--- config.mk ---
export PLATFORM = sky130hd
export DESIGN_NAME = active_address_table_with_aging_unit
export DESIGN_NICKNAME = d
export VERILOG_FILES = /design/src/hw/rtl/aat_pkg.sv /design/src/hw/rtl/aat_cmp_unit.sv /design/src/hw/rtl/aat_table.sv /design/src/hw/rtl/active_address_table_with_aging_unit.sv
export VERILOG_INCLUDE_DIRS = /design/src /design/src/hw/rtl
export SDC_FILE = /design/constraint.sdc
export NUM_CORES = 1
export LEC_CHECK = 0
export ABC_AREA = 0
export ABC_CLOCK_PERIOD_IN_PS = 12400
export BUFFER_PORTS_ARGS = -buffer_cell sky130_fd_sc_hd__clkbuf_2
export CAP_MARGIN = 30
export CORE_ASPECT_RATIO = 0.5
export CORE_MARGIN = 4
export CORE_UTILIZATION = 50
export DETAILED_ROUTE_END_ITERATION = 12
export MAX_ROUTING_LAYER = met4
export PLACE_DENSITY = 0.67
export SYNTH_ARGS = -nofsm -noshare
export SYNTH_HDL_FRONTEND = slang
export SYNTH_SLANG_ARGS = --single-unit
--- constraint.sdc ---
create_clock -name clock -period 12.4 [get_ports clock]
set_input_delay 0.62 -clock clock [delete_from_list [all_inputs] [get_ports clock]]
set_output_delay 0.62 -clock clock [all_outputs]
set_load 0.02 [all_outputs]
--- src/hw/rtl/active_address_table_with_aging_unit_assert.svh ---
// Assertion macros for the active address table.
`ifndef ACTIVE_ADDRESS_TABLE_WITH_AGING_UNIT_ASSERT_SVH
`define ACTIVE_ADDRESS_TABLE_WITH_AGING_UNIT_ASSERT_SVH
`ifndef ASSERT_OFF
`define AAT_ASSERT_IMP(label, clk, rst, ante, cons) \
   label: assert property (@(posedge clk) disable iff (rst) (ante) |-> (cons)) \
      else $error("aat assertion failed");
`define AAT_ASSERT_NXT(label, clk, rst, ante, cons) \
   label: assert property (@(posedge clk) disable iff (rst) (ante) |=> (cons)) \
      else $error("aat assertion failed");
`else
`define AAT_ASSERT_IMP(label, clk, rst, ante, cons)
`define AAT_ASSERT_NXT(label, clk, rst, ante, cons)
`endif
`endif

--- src/hw/rtl/aat_pkg.sv ---
// Shared constants, types and codes of the active address table.
package aat_pkg;

   localparam int TABLE_ENTRIES = 10;
   localparam int IDX_W         = (TABLE_ENTRIES > 1) ? $clog2(TABLE_ENTRIES) : 1;
   localparam int CNT_W         = $clog2(TABLE_ENTRIES + 1);
   localparam int LIST_CAP      = 10;
   localparam int LIST_LIMIT    = (TABLE_ENTRIES < LIST_CAP) ? TABLE_ENTRIES : LIST_CAP;
   localparam int ADDR_W        = 32;
   localparam int TIME_W        = 32;
   localparam int KIND_W        = 2;
   localparam int SLOT_W        = 4;
   localparam int COUNT_W       = 4;
   localparam int MAXC_W        = 4;

   localparam logic [TIME_W-1:0] TIMEOUT_RESET = 32'd30000;

   localparam logic [KIND_W-1:0] KIND_ACK  = 2'd0;
   localparam logic [KIND_W-1:0] KIND_ADDR = 2'd1;
   localparam logic [KIND_W-1:0] KIND_SUM  = 2'd2;

   localparam logic REQ_TRACK = 1'b0;
   localparam logic REQ_LIST  = 1'b1;

   typedef enum logic [1:0] {
      CMP_EQ,
      CMP_LT,
      CMP_AGE
   } cmp_op_type;

   typedef struct packed {
      cmp_op_type        op;
      logic [TIME_W-1:0] a;
      logic [TIME_W-1:0] b;
      logic [TIME_W-1:0] c;
   } cmp_req_type;

   typedef struct packed {
      logic              wr_entry;
      logic              wr_stamp;
      logic              clr;
      logic [IDX_W-1:0]  idx;
      logic [ADDR_W-1:0] addr;
      logic [TIME_W-1:0] stamp;
   } tbl_wr_type;

endpackage

--- src/hw/rtl/aat_cmp_unit.sv ---
// Shared compare unit: address match, stamp order and modular age check.
module aat_cmp_unit import aat_pkg::*; (
   input  cmp_req_type cmp,
   output logic        hit
);

   logic [TIME_W-1:0] diff;

   assign diff = cmp.a - cmp.b;

   always_comb begin
      case (cmp.op)
         CMP_EQ:  hit = (cmp.a == cmp.b);
         CMP_LT:  hit = (cmp.a < cmp.b);
         CMP_AGE: hit = (diff > cmp.c);
         default: hit = 1'b0;
      endcase
   end

endmodule

--- src/hw/rtl/aat_table.sv ---
// Entry storage: addresses, time stamps and valid bits.
module aat_table import aat_pkg::*; (
   input  logic              clock,
   input  logic              reset,
   input  tbl_wr_type        wr,
   input  logic [IDX_W-1:0]  rd_idx,
   output logic [ADDR_W-1:0] rd_addr,
   output logic [TIME_W-1:0] rd_stamp,
   output logic              rd_valid
);

   logic [ADDR_W-1:0] addr_ff  [TABLE_ENTRIES];
   logic [TIME_W-1:0] stamp_ff [TABLE_ENTRIES];
   logic              valid_ff [TABLE_ENTRIES];

   always_ff @(posedge clock) begin
      if (wr.wr_entry) begin
         addr_ff[wr.idx] <= wr.addr;
      end
   end

   always_ff @(posedge clock) begin
      if (reset) begin
         for (int i = 0; i < TABLE_ENTRIES; i++) begin
            stamp_ff[i] <= '0;
            valid_ff[i] <= 1'b0;
         end
      end else begin
         if (wr.wr_entry || wr.wr_stamp) begin
            stamp_ff[wr.idx] <= wr.stamp;
         end
         if (wr.wr_entry) begin
            valid_ff[wr.idx] <= 1'b1;
         end else if (wr.clr) begin
            valid_ff[wr.idx] <= 1'b0;
         end
      end
   end

   assign rd_addr  = addr_ff[rd_idx];
   assign rd_stamp = stamp_ff[rd_idx];
   assign rd_valid = valid_ff[rd_idx];

endmodule

--- src/hw/rtl/active_address_table_with_aging_unit.sv ---
// Active address table with aging: a small sequencer walks the table one slot
// per cycle through a single shared compare unit, but waits on a slot whose
// item finds the result register full. A track request goes through accept,
// match scan, victim scan and write, and ends at the match scan when the address
// is already present; a list request goes through accept, slot scan, stop check
// and summary. The request side is ready only between requests; one result
// register lets the next request start while the last item still waits.
module active_address_table_with_aging_unit import aat_pkg::*; (
   input  logic                clock,
   input  logic                reset,
   input  logic                req_valid,
   output logic                req_ready,
   input  logic                req_type,
   input  logic [ADDR_W-1:0]   req_ip_addr,
   input  logic [TIME_W-1:0]   req_now_ms,
   input  logic [MAXC_W-1:0]   req_max_count,
   output logic                rsp_valid,
   input  logic                rsp_ready,
   output logic [KIND_W-1:0]   rsp_item_kind,
   output logic [ADDR_W-1:0]   rsp_out_ip,
   output logic [SLOT_W-1:0]   rsp_slot_index,
   output logic                rsp_was_hit,
   output logic                rsp_evicted,
   output logic [COUNT_W-1:0]  rsp_live_count,
   output logic                rsp_last,
   input  logic                csr_valid,
   output logic                csr_ready,
   input  logic [TIME_W-1:0]   csr_timeout_ms
);

`include "active_address_table_with_aging_unit_assert.svh"

   typedef enum logic [2:0] {
      S_IDLE,
      S_HIT,
      S_VICT,
      S_WRITE,
      S_LIST,
      S_SUM
   } state_type;

   state_type          state_ff, state_in;
   logic [CNT_W-1:0]   idx_ff, idx_in;
   logic [CNT_W-1:0]   count_ff, count_in;
   logic [CNT_W-1:0]   limit_ff, limit_in;
   logic [ADDR_W-1:0]  ip_ff, ip_in;
   logic [TIME_W-1:0]  now_ff, now_in;
   logic [TIME_W-1:0]  oldest_ff, oldest_in;
   logic [IDX_W-1:0]   victim_ff, victim_in;
   logic [IDX_W-1:0]   slot_ff, slot_in;
   logic               ev_ff, ev_in;
   logic [TIME_W-1:0]  timeout_ff;

   logic               rsp_valid_ff, rsp_valid_in;
   logic [KIND_W-1:0]  kind_ff, kind_in;
   logic [ADDR_W-1:0]  oip_ff, oip_in;
   logic [SLOT_W-1:0]  oslot_ff, oslot_in;
   logic               hit_ff, hit_in;
   logic               oev_ff, oev_in;
   logic [COUNT_W-1:0] ocnt_ff, ocnt_in;
   logic               last_ff, last_in;

   logic               out_free;
   logic               emit_ack;
   logic               idx_last;
   logic [IDX_W-1:0]   rd_idx;
   logic [ADDR_W-1:0]  rd_addr;
   logic [TIME_W-1:0]  rd_stamp;
   logic               rd_valid;
   logic               cmp_hit;
   cmp_req_type        cmp;
   tbl_wr_type         tbl_wr;

   aat_table u_table (
      .clock    (clock),
      .reset    (reset),
      .wr       (tbl_wr),
      .rd_idx   (rd_idx),
      .rd_addr  (rd_addr),
      .rd_stamp (rd_stamp),
      .rd_valid (rd_valid)
   );

   aat_cmp_unit u_cmp (
      .cmp (cmp),
      .hit (cmp_hit)
   );

   assign req_ready = (state_ff == S_IDLE);
   assign csr_ready = 1'b1;
   assign out_free  = !rsp_valid_ff || rsp_ready;
   assign idx_last  = (idx_ff == CNT_W'(TABLE_ENTRIES - 1));
   assign rd_idx    = (idx_ff < CNT_W'(TABLE_ENTRIES)) ? idx_ff[IDX_W-1:0] : '0;

   always_comb begin
      state_in  = state_ff;
      idx_in    = idx_ff;
      count_in  = count_ff;
      limit_in  = limit_ff;
      ip_in     = ip_ff;
      now_in    = now_ff;
      oldest_in = oldest_ff;
      victim_in = victim_ff;
      slot_in   = slot_ff;
      ev_in     = ev_ff;

      rsp_valid_in = rsp_valid_ff && !rsp_ready;
      kind_in      = kind_ff;
      oip_in       = oip_ff;
      oslot_in     = oslot_ff;
      hit_in       = hit_ff;
      oev_in       = oev_ff;
      ocnt_in      = ocnt_ff;
      last_in      = last_ff;
      emit_ack     = 1'b0;

      tbl_wr          = '0;
      tbl_wr.idx      = rd_idx;
      tbl_wr.addr     = ip_ff;
      tbl_wr.stamp    = now_ff;

      cmp.op = CMP_EQ;
      cmp.a  = rd_addr;
      cmp.b  = ip_ff;
      cmp.c  = timeout_ff;

      case (state_ff)
         S_IDLE: begin
            if (req_valid) begin
               ip_in     = req_ip_addr;
               now_in    = req_now_ms;
               oldest_in = req_now_ms;
               victim_in = '0;
               idx_in    = '0;
               count_in  = '0;
               if (32'(req_max_count) >= 32'(LIST_LIMIT)) begin
                  limit_in = CNT_W'(LIST_LIMIT);
               end else begin
                  limit_in = CNT_W'(req_max_count);
               end
               state_in = (req_type == REQ_TRACK) ? S_HIT : S_LIST;
            end
         end
         S_HIT: begin
            if (rd_valid && cmp_hit) begin
               if (out_free) begin
                  tbl_wr.wr_stamp = 1'b1;
                  emit_ack        = 1'b1;
                  rsp_valid_in    = 1'b1;
                  kind_in         = KIND_ACK;
                  oip_in          = '0;
                  oslot_in        = SLOT_W'(rd_idx);
                  hit_in          = 1'b1;
                  oev_in          = 1'b0;
                  ocnt_in         = '0;
                  last_in         = 1'b1;
                  state_in        = S_IDLE;
               end
            end else if (idx_last) begin
               idx_in   = '0;
               state_in = S_VICT;
            end else begin
               idx_in = idx_ff + 1'b1;
            end
         end
         S_VICT: begin
            cmp.op = CMP_LT;
            cmp.a  = rd_stamp;
            cmp.b  = oldest_ff;
            if (!rd_valid) begin
               slot_in  = rd_idx;
               ev_in    = 1'b0;
               state_in = S_WRITE;
            end else begin
               if (cmp_hit) begin
                  oldest_in = rd_stamp;
                  victim_in = rd_idx;
               end
               if (idx_last) begin
                  slot_in  = cmp_hit ? rd_idx : victim_ff;
                  ev_in    = 1'b1;
                  state_in = S_WRITE;
               end else begin
                  idx_in = idx_ff + 1'b1;
               end
            end
         end
         S_WRITE: begin
            tbl_wr.idx = slot_ff;
            if (out_free) begin
               tbl_wr.wr_entry = 1'b1;
               emit_ack        = 1'b1;
               rsp_valid_in    = 1'b1;
               kind_in         = KIND_ACK;
               oip_in          = '0;
               oslot_in        = SLOT_W'(slot_ff);
               hit_in          = 1'b0;
               oev_in          = ev_ff;
               ocnt_in         = '0;
               last_in         = 1'b1;
               state_in        = S_IDLE;
            end
         end
         S_LIST: begin
            cmp.op = CMP_AGE;
            cmp.a  = now_ff;
            cmp.b  = rd_stamp;
            if ((idx_ff == CNT_W'(TABLE_ENTRIES)) || (count_ff == limit_ff)) begin
               state_in = S_SUM;
            end else if (!rd_valid) begin
               idx_in = idx_ff + 1'b1;
            end else if (cmp_hit) begin
               tbl_wr.clr = 1'b1;
               idx_in     = idx_ff + 1'b1;
            end else if (out_free) begin
               rsp_valid_in = 1'b1;
               kind_in      = KIND_ADDR;
               oip_in       = rd_addr;
               oslot_in     = SLOT_W'(rd_idx);
               hit_in       = 1'b0;
               oev_in       = 1'b0;
               ocnt_in      = '0;
               last_in      = 1'b0;
               count_in     = count_ff + 1'b1;
               idx_in       = idx_ff + 1'b1;
            end
         end
         S_SUM: begin
            if (out_free) begin
               rsp_valid_in = 1'b1;
               kind_in      = KIND_SUM;
               oip_in       = '0;
               oslot_in     = '0;
               hit_in       = 1'b0;
               oev_in       = 1'b0;
               ocnt_in      = COUNT_W'(count_ff);
               last_in      = 1'b1;
               state_in     = S_IDLE;
            end
         end
         default: begin
            state_in = S_IDLE;
         end
      endcase
   end

   always_ff @(posedge clock) begin
      if (reset) begin
         state_ff     <= S_IDLE;
         rsp_valid_ff <= 1'b0;
         timeout_ff   <= TIMEOUT_RESET;
         idx_ff       <= '0;
         count_ff     <= '0;
         limit_ff     <= '0;
      end else begin
         state_ff     <= state_in;
         rsp_valid_ff <= rsp_valid_in;
         idx_ff       <= idx_in;
         count_ff     <= count_in;
         limit_ff     <= limit_in;
         if (csr_valid) begin
            timeout_ff <= csr_timeout_ms;
         end
      end
      ip_ff     <= ip_in;
      now_ff    <= now_in;
      oldest_ff <= oldest_in;
      victim_ff <= victim_in;
      slot_ff   <= slot_in;
      ev_ff     <= ev_in;
      kind_ff   <= kind_in;
      oip_ff    <= oip_in;
      oslot_ff  <= oslot_in;
      hit_ff    <= hit_in;
      oev_ff    <= oev_in;
      ocnt_ff   <= ocnt_in;
      last_ff   <= last_in;
   end

   assign rsp_valid      = rsp_valid_ff;
   assign rsp_item_kind  = kind_ff;
   assign rsp_out_ip     = oip_ff;
   assign rsp_slot_index = oslot_ff;
   assign rsp_was_hit    = hit_ff;
   assign rsp_evicted    = oev_ff;
   assign rsp_live_count = ocnt_ff;
   assign rsp_last       = last_ff;

   `AAT_ASSERT_NXT(a_busy_after_req, clock, reset, req_valid && req_ready, !req_ready)
   `AAT_ASSERT_IMP(a_ack_updates, clock, reset, emit_ack, tbl_wr.wr_entry || tbl_wr.wr_stamp)
   `AAT_ASSERT_IMP(a_count_le_limit, clock, reset, state_ff == S_LIST, count_ff <= limit_ff)

endmodule

==> metrics list, run 1 <==
- Antenna violations before repair: 0
- Of the total synthesized cell area, the portion taken by AND, OR, NAND and NOR gates is roughly a tenth.
- Crit share post-route: 80.5%
* Cell Count, Final, Fillers Out: 4,154
- Req. time, crit path: 12.68 ns
- The number of max-slew violations in the final report is 0.
- Max Clock Skew: 0.0245 ns
- Subtracting the final worst setup slack from the clock period gives 9.98 ns.
- The via count of the first global-routing pass came to 24.3k.
- TritonCTS built the clock tree.
* Combinational family with the most area after synthesis: compound AO/OA/AOI/OAI gates
* Setup Fix Bufs, Post-CTS: 0
- Once layout is complete, the utilization of the core stands at between 50% and 60%.
- Pin count of the biggest net entering global routing: 73
* Actual slew at the worst max-slew pin: 1.09 ns
* DRT Pass-1 Iters: 7
* Layout overhead on the synthesized area: 12.2%
* Worst-path cell with the longest stage delay: sky130_fd_sc_hd__o31ai_1
* Critical path fanouts, max: 64
* Synth cell types: 67
- Yosys mapped a number of flops with a built-in enable equal to 800.
* Count of buffer and inverter cells on the critical path: 4
- The analysis attributes to cell leakage a power of 14.5 nW.
- Seq cells post-synth: roughly 850
- Sequential-to-total area share from yosys stat: approximately two thirds
- Among all flip-flop cells after synthesis, the most frequent one is sky130_fd_sc_hd__edfxtp_1.
* Clock transition at the registers of the reported paths: around 0.07 ns
- Summing the areas of all compound-gate instances in the mapped netlist gives 11.1% of the synthesized area.
- In the routed design, unresolved DRC markers number 0.
* Average via count per standard cell: between 6 and 7
- Sort of element at the end of the critical path: flop
- The detail route stage leaves a number of antenna-violating nets equal to 0.
- Standard cell core area: 0.0738 sq mm
* Number of sinks on the clock net: 848
* Setup slack at placement: 2.67 ns
- Buffers inserted to repair hold after CTS numbered 0.
- VDD sags by at most 0.000162 V.
- Routability-driven placement finished with a final weighted congestion of 0.933.
- No sink is reached through more buffers than the 3 on the longest clock path.
- Net count after synthesis: around 3.2k
- Crit path DAT: 10.26 ns
* Final hold violations: 0
- Final WS setup: 2.42 ns
- Warnings from Yosys: 0
- Detail Placement HPWL: 71,300 microns
* Net count, final: 3,270
* Adder-cell area share of the yosys netlist: 2.31%
* Gate count of the mapped netlist: 2,993
- Netlist area before placement: 0.0377 sq mm
- The worst hold path belongs to the class input port to flop.
- The die covers ~0.080 sq mm.
- Once the clock tree was built, the resizer swapped 0 gates to a different size.
- Outcome: completed
* Peak per-stage delay on the critical path: 0.88 ns
- Number of setup violations in the final report: 0
- FMAX: 100 MHz
- Effective utilization at floorplan: 51.0%
- Proportion of register bits with asynchronous set or reset after synthesis: 0%
* Setup repair after global routing missed its margin: no
* Setup CP Type: flop to flop
* Critical Path Most Common Cell: sky130_fd_sc_hd__buf_4
- Share of final-layout standard cells stronger than drive strength 1: between 10 and 15%
* Row count: 70
- The number of placed instances, taps included, is about 4.0k.
- Overall Global Routing Usage: 27.7%
- Setup TNS after final layout: 0 ns
- Boundary pin count: between 150 and 200
* Die Ht: 202 microns
* Number of maximum-capacitance constraint violations: 0
- Die Wd: 396 microns
- Headroom to the max-slew limit: 26.7%
- Once layout is done, the placed cells without fillers occupy 0.0423 sq mm.
- Dividing total power by cell area gives a power density of about 230 mW/mm^2.
- Cell Area, Placed: 0.0399 sq mm
- The first global-routing pass estimated between 150,000 and 200,000 microns of wire.
- Synth Area in XOR/XNOR: 0.651%
- Antenna diode count: 0
- Critical path's top delay family: compound AO/OA/AOI/OAI gates
- In the final routed layout, each cell accounts on average for about 26 microns.
- Buffer type at the clock tree root: sky130_fd_sc_hd__clkbuf_16
- PortBufs: approximately 150
- For the worst-skew pair, the clock arrives at the later sink with an insertion delay of about 0.65 ns.
- Share of synthesized area spent on multiplexers: 6.82%
- Final wirelength: approximately 110,000 microns
* Crit start category: flop
- Per-instance average area after synthesis: 12.6 sq um
- For this block, the initial DRC count from the detailed router was 3,848.
- The total overflow left after global routing is 0.
* Total CTS buffers: 75
- Total vias in the final route: 25.9k
- Htree depth: 3
[final timing paths]
kind	startpoint	endpoint	slack, ns	cells after the start
worst max register to register	idx_ff[3]$_SDFFE_PP0P_	u_table.stamp_ff[9][7]$_DFFE_PP_	2.42	28
worst min register to register	limit_ff[0]$_SDFFE_PP0P_	limit_ff[0]$_SDFFE_PP0P_	0.47	2
worst max-delay path	idx_ff[3]$_SDFFE_PP0P_	u_table.stamp_ff[9][7]$_DFFE_PP_	2.42	28
worst min-delay path	req_ip_addr[0]	ip_ff[0]$_DFFE_PP_	0.15	1
[placed cells by master, fill, tap and decap left out, drive strengths merged, types with 43 or more instances in the layout]
master / Yosys / final
edfxtp: 800 / 800
nor2: 553 / 553
nand2: 258 / 258
clkbuf: 169 / 244
mux2i: 170 / 170
a21oi: 137 / 137
o21ai: 127 / 127
buf: 28 / 70
ha: 68 / 68
a221oi: 65 / 65
inv: 59 / 64
nand3: 57 / 57
dfxtp: 48 / 48
o221ai: 44 / 44
a31oi: 43 / 43
a21o: 43 / 43
[cell usage after synthesis (all sizes together) (10+ instances only)]
cell type,instances,share of area [%]
mux4,34,2.0
o21ai,127,1.7
buf,28,0.29
dfxtp,48,2.6
inv,59,0.59
o221ai,44,1.0
o211ai,25,0.50
nor3,20,0.27
xnor2,21,0.49
nand3,57,0.76
a221oi,65,1.5
o22ai,13,0.22
a31oi,43,0.71
o21a,29,0.58
a21oi,137,1.8
nand2b,13,0.22
ha,68,2.3
nor2,553,5.5
mux2i,170,4.5
nand2,258,2.6
nand4,10,0.17
edfxtp,800,64
a21o,43,0.86
a211oi,13,0.26
clkbuf,169,1.7
o31ai,34,0.68
[flip-flops by register name (all words and copies together), names as in the netlist, 4 cells and up]
signal            flops
rsp_out_ip           32
rsp_live_count        4
oldest_ff            32
ip_ff                32
idx_ff                4
rsp_slot_index        4
victim_ff             4
limit_ff              4
timeout_ff           32
now_ff               32
count_ff              4
u_table.stamp_ff    320
slot_ff               4
u_table.addr_ff     320
u_table.valid_ff     10
[cell type report]
class,instances,area [sq um]
inverters,59,223
flip-flops and latches,848,25000
clock inverters,36,327
clock buffers,92,2020
multi-input cells,1889,12000
fillers,5896,31500
repair buffers,222,1450
well taps,1008,1260
[routing by layer]
metal	part of all wire [%]	global-route usage (%)
met1	43	40.6
met2	43	38.4
met3	12	7.45
met4	2.4	6.62
met5	0	-
[power by group]
group          internal (mW)  total (mW)  switching, mW
Clock                   1.25        2.32           1.07
Sequential              3.46        3.68          0.218
Combinational           1.38        3.87           2.49
[per-stage QoR]
stage                     hold WS (ns)  total power [mW]
after floorplan                  0.444              6.30
after global placement           0.460              7.47
after detailed placement         0.465              7.51
after CTS                        0.118              9.81
after global routing             0.135              10.4
final                            0.150              9.87
[worst register-to-register path: cells and delay by family, from the launching register on]
| kind | cells | cell delay [ns] |
|---|---|---|
| DFF | 1 | 0.59 |
| AOI/OAI and AO/OA | 14 | 4.41 |
| buffers and inverters | 4 | 1.57 |
| muxes | 1 | 0.24 |
| xor gates and xnor gates | 1 | 0.14 |
| adders and majority gates | 2 | 0.69 |
| and+or+nand+nor | 6 | 1.96 |
[logic make-up (layout without fill, tap and decap cells)]
family / count (synthesis) / after routing
multiplexers: 213 / 213
flip-flops: 848 / 848
adder cells (fa/ha/maj): 69 / 69
AO/OA/AOI/OAI: 623 / 623
XOR/XNOR: 28 / 28
other: 1 / 1
AND/OR/NAND/NOR: 955 / 955
buffers and inverters: 256 / 409
Note: power is estimated with default switching activity, not from simulation.
==> inputs of run 2 (changes only) <==
Settings changed: ABC_CLOCK_PERIOD_IN_PS 12400 to 9400.
Clock period 12.4 ns to 9.4 ns, I/O delays scaled along.
==> metrics list, run 2 (synthesis gave the netlist of run 1 again) <==
* Outcome: completed (unchanged)
* Setup slack at placement: 0.900 ns (was 2.67 ns)
- FMAX: 114 MHz (was 100 MHz)
- Register area: 0.0250 sq mm (unchanged)
- The top-level I/O count came to 154 (unchanged).
* Leading cell type in the layout, fill and taps excluded: sky130_fd_sc_hd__edfxtp_1 (unchanged)
- The class of the most critical hold timing path is input port to flop (unchanged).
- The first-pass GRT wire length came to 165,000 microns (was 160,000 microns).
- Layout overhead on the synthesized area: 14.0% (was 12.2%)
- Internal portion of total power: 8.16 mW (was 6.10 mW)
* Overall Global Routing Usage: 28.6% (was 27.7%)
- The clock network latency to the later pin of the worst-skew pair is 0.65 ns (about the same).
- The fraction of layout instances using a drive strength above 1 is 14.2% (was 13.6%).
* Net count, final: 3,334 (was 3,270)
- DRT Pass-1 Iters: 6 (was 7)
- Final Max Tran Viols: 0 (unchanged)
- Total vias in the final route: 26.3k (was 25.9k)
- Sort of element at the end of the critical path: flop (unchanged)
* Multi-input logic area: 0.0120 sq mm (about the same)
* Remaining routing DRC violations: 0 (unchanged)
- The non-filler instance count after layout was 4,227 (was 4,154).
* Post-DR wirelength/cell: 26.7 microns (was 26.2 microns)
- The biggest fanout along the worst timing path came to 48 (was 64).
- The data arrival at the endpoint of the critical path came to 9.12 ns (was 10.26 ns).
- The relative contribution of the clock network to total power was 23.5% (about the same).
* Die Wd: 396 microns (unchanged)
- Setup repair after global routing missed its margin: no (unchanged)
- The data required time of the worst path is 9.76 ns (was 12.68 ns).
* Crit share post-route: 93.2% (was 80.5%)
- Final WS setup: 0.639 ns (was 2.42 ns)
* Effective utilization at floorplan: 51.0% (unchanged)
- The total wirelength of the detailed-routed design came to 113,000 microns (was 109,000 microns).
* Power per unit of standard cell area: 308 mW/mm^2 (was 233 mW/mm^2)
* Via count of the first global-routing pass: 24.7k (was 24.3k)
* Placer's final routability congestion estimate: 0.953 (was 0.933)
- Detail Placement HPWL: 71,200 microns (was 71,300 microns)
- The die area came to 0.0801 sq mm (unchanged).
* Worst IR Drop VDD: 0.000226 V (was 0.000162 V)
- Minimum clock period after layout: 8.76 ns (was 9.98 ns)
* Antenna violations before repair: 0 (unchanged)
- Actual slew at the worst max-slew pin: 1.15 ns (was 1.09 ns)
- The via density per instance was 6.22 (was 6.23).
* Pin count of the biggest net entering global routing: 69 (was 73)
- Buffer type at the clock tree root: sky130_fd_sc_hd__clkbuf_16 (unchanged)
- Remaining global-route overflow: 0 (unchanged)
- The area of the core region is 0.0738 sq mm (unchanged).
* Total CTS buffers: 76 (was 75)
- The number of placement rows came to 70 (unchanged).
- The sequential group share of total power was 36.7% (was 37.3%).
- The count of cells resized by post-cts repair was 0 (unchanged).
- Crit start category: flop (unchanged)
- Drt first-iter violations: 3,388 (was 3,848)
- ANT nets after route: 0 (unchanged)
- Static leakage: 14.8 nW (was 14.5 nW)
- Number of setup violations in the final report: 0 (unchanged)
- Net switching share of the total power: 38.4% (was 38.2%)
- The worst clock skew came to 0.0273 ns (was 0.0245 ns).
* Clock transition at the registers of the reported paths: 0.07 ns (about the same)
- Setup CP Type: flop to flop (unchanged)
- The switching power was 5.09 mW (was 3.77 mW).
- The final antenna diode count was 0 (unchanged).
- Largest registers in the final layout: u_table.addr_ff x320, u_table.stamp_ff x320 (unchanged)
- Bufs on Longest Clock Path: 3 (unchanged)
* TritonCTS clock tree: done (unchanged)
- Fillers: 5,830 (was 5,896)
- The share of total power in combinational logic came to 39.8% (was 39.2%).
* # placed instances: 4,054 (was 4,023)
- The vertical die dimension came to 202 microns (unchanged).
* PortBufs: 152 (unchanged)
* Headroom to the max-slew limit: 22.8% (was 26.7%)
- The TritonCTS sink count is 848 (unchanged).
* Final hold violations: 0 (unchanged)
* Setup TNS after final layout: 0 ns (unchanged)
- Commonest cells after routing, fill and taps aside: sky130_fd_sc_hd__edfxtp_1 (800), sky130_fd_sc_hd__nor2_1 (541), sky130_fd_sc_hd__nand2_1 (256) (unchanged).
- The H-tree depth is 3 (unchanged).
- Number of maximum-capacitance constraint violations: 0 (unchanged)
==> run 2: worst max-delay path, stage by stage, from the launching register on <==
cell                        delay [ns]
sky130_fd_sc_hd__dfxtp_2          0.32
sky130_fd_sc_hd__o21ai_1          0.36
sky130_fd_sc_hd__and2_4           0.70
sky130_fd_sc_hd__buf_4            0.70
sky130_fd_sc_hd__mux2i_1          0.26
sky130_fd_sc_hd__a221oi_1         0.11
sky130_fd_sc_hd__o31ai_1          0.68
sky130_fd_sc_hd__nor2_1           0.12
sky130_fd_sc_hd__a21oi_1          0.15
sky130_fd_sc_hd__o21ai_0          0.11
sky130_fd_sc_hd__ha_1             0.26
sky130_fd_sc_hd__a2111oi_0        0.53
sky130_fd_sc_hd__o31ai_1          0.16
sky130_fd_sc_hd__a21oi_1          0.30
sky130_fd_sc_hd__o21ai_0          0.23
sky130_fd_sc_hd__o21a_1           0.24
sky130_fd_sc_hd__o211ai_1         0.19
sky130_fd_sc_hd__ha_1             0.27
sky130_fd_sc_hd__nand4_1          0.15
sky130_fd_sc_hd__nor4_1           0.09
sky130_fd_sc_hd__a2111oi_0        0.35
sky130_fd_sc_hd__o21ai_0          0.27
sky130_fd_sc_hd__o21ai_1          0.46
sky130_fd_sc_hd__buf_4            0.25
sky130_fd_sc_hd__a31oi_1          0.22
sky130_fd_sc_hd__a31oi_1          0.72
sky130_fd_sc_hd__o21ai_0          0.23
==> run 2: power groups by stage <==
| stage | clock network (mW) | registers, mW | logic (mW) |
|---|---|---|---|
| after floorplan | 0 | 4.83 | 3.48 |
| after global placement | 0 | 4.92 | 5.10 |
| after detailed placement | 0 | 4.93 | 5.13 |
| after CTS | 3.14 | 4.85 | 5.17 |
| after global routing | 3.31 | 4.88 | 5.72 |
| final | 3.11 | 4.86 | 5.28 |
==> run 2: worst paths after layout <==
kind | slack [ns] | depth (start not counted) | endpoint | from
max | 0.64 | 26 | u_table.valid_ff[3]$_SDFFCE_PN0P_ | idx_ff[1]$_SDFFE_PP0P_
min | 0.03 | 1 | now_ff[4]$_DFFE_PP_ | req_now_ms[4]
max reg2reg | 0.64 | 26 | u_table.valid_ff[3]$_SDFFCE_PN0P_ | idx_ff[1]$_SDFFE_PP0P_
min reg2reg | 0.46 | 2 | limit_ff[0]$_SDFFE_PP0P_ | limit_ff[0]$_SDFFE_PP0P_
==> run 2: what timing repair did <==
action	CTS	global route
hold buffers	32	0
buffers inserted	0	0
endpoints found under the hold margin	32	0
==> run 2: through the flow <==
stage | utilization, % | hold WS, ns | area, sq um | power (mW)
6_report | 58.2 | 0.0324 | 43000 | 13.2
5_1_grt | 58.2 | 0.0107 | 43000 | 13.9
4_1_cts | 58.2 | 0.00491 | 42900 | 13.2
3_5_place_dp | 54.4 | 0.458 | 40200 | 10.1
3_3_place_gp | 54.4 | 0.454 | 40100 | 10.0
2_1_floorplan | - | 0.444 | 37700 | 8.31
==> run 2: metal layers <==
metal / track usage [%] / wire (microns) / vias to the layer above
met5: - / 0 / -
met4: 7.99 / 3060 / 0
met3: 6.74 / 13800 / 197
met2: 41.4 / 49700 / 1457
met1: 40.7 / 46200 / 13100
li1: - / - / 11500
==> run 2: area by class of cell <==
type | instances | area share, %
Clock buffer | 94 | 4.78
Clock inverter | 44 | 0.876
Inverter | 59 | 0.518
Multi-Input combinational cell | 1889 | 27.9
Sequential cell | 848 | 58.2
Tap cell | 1008 | 2.94
Timing Repair Buffer | 285 | 4.78
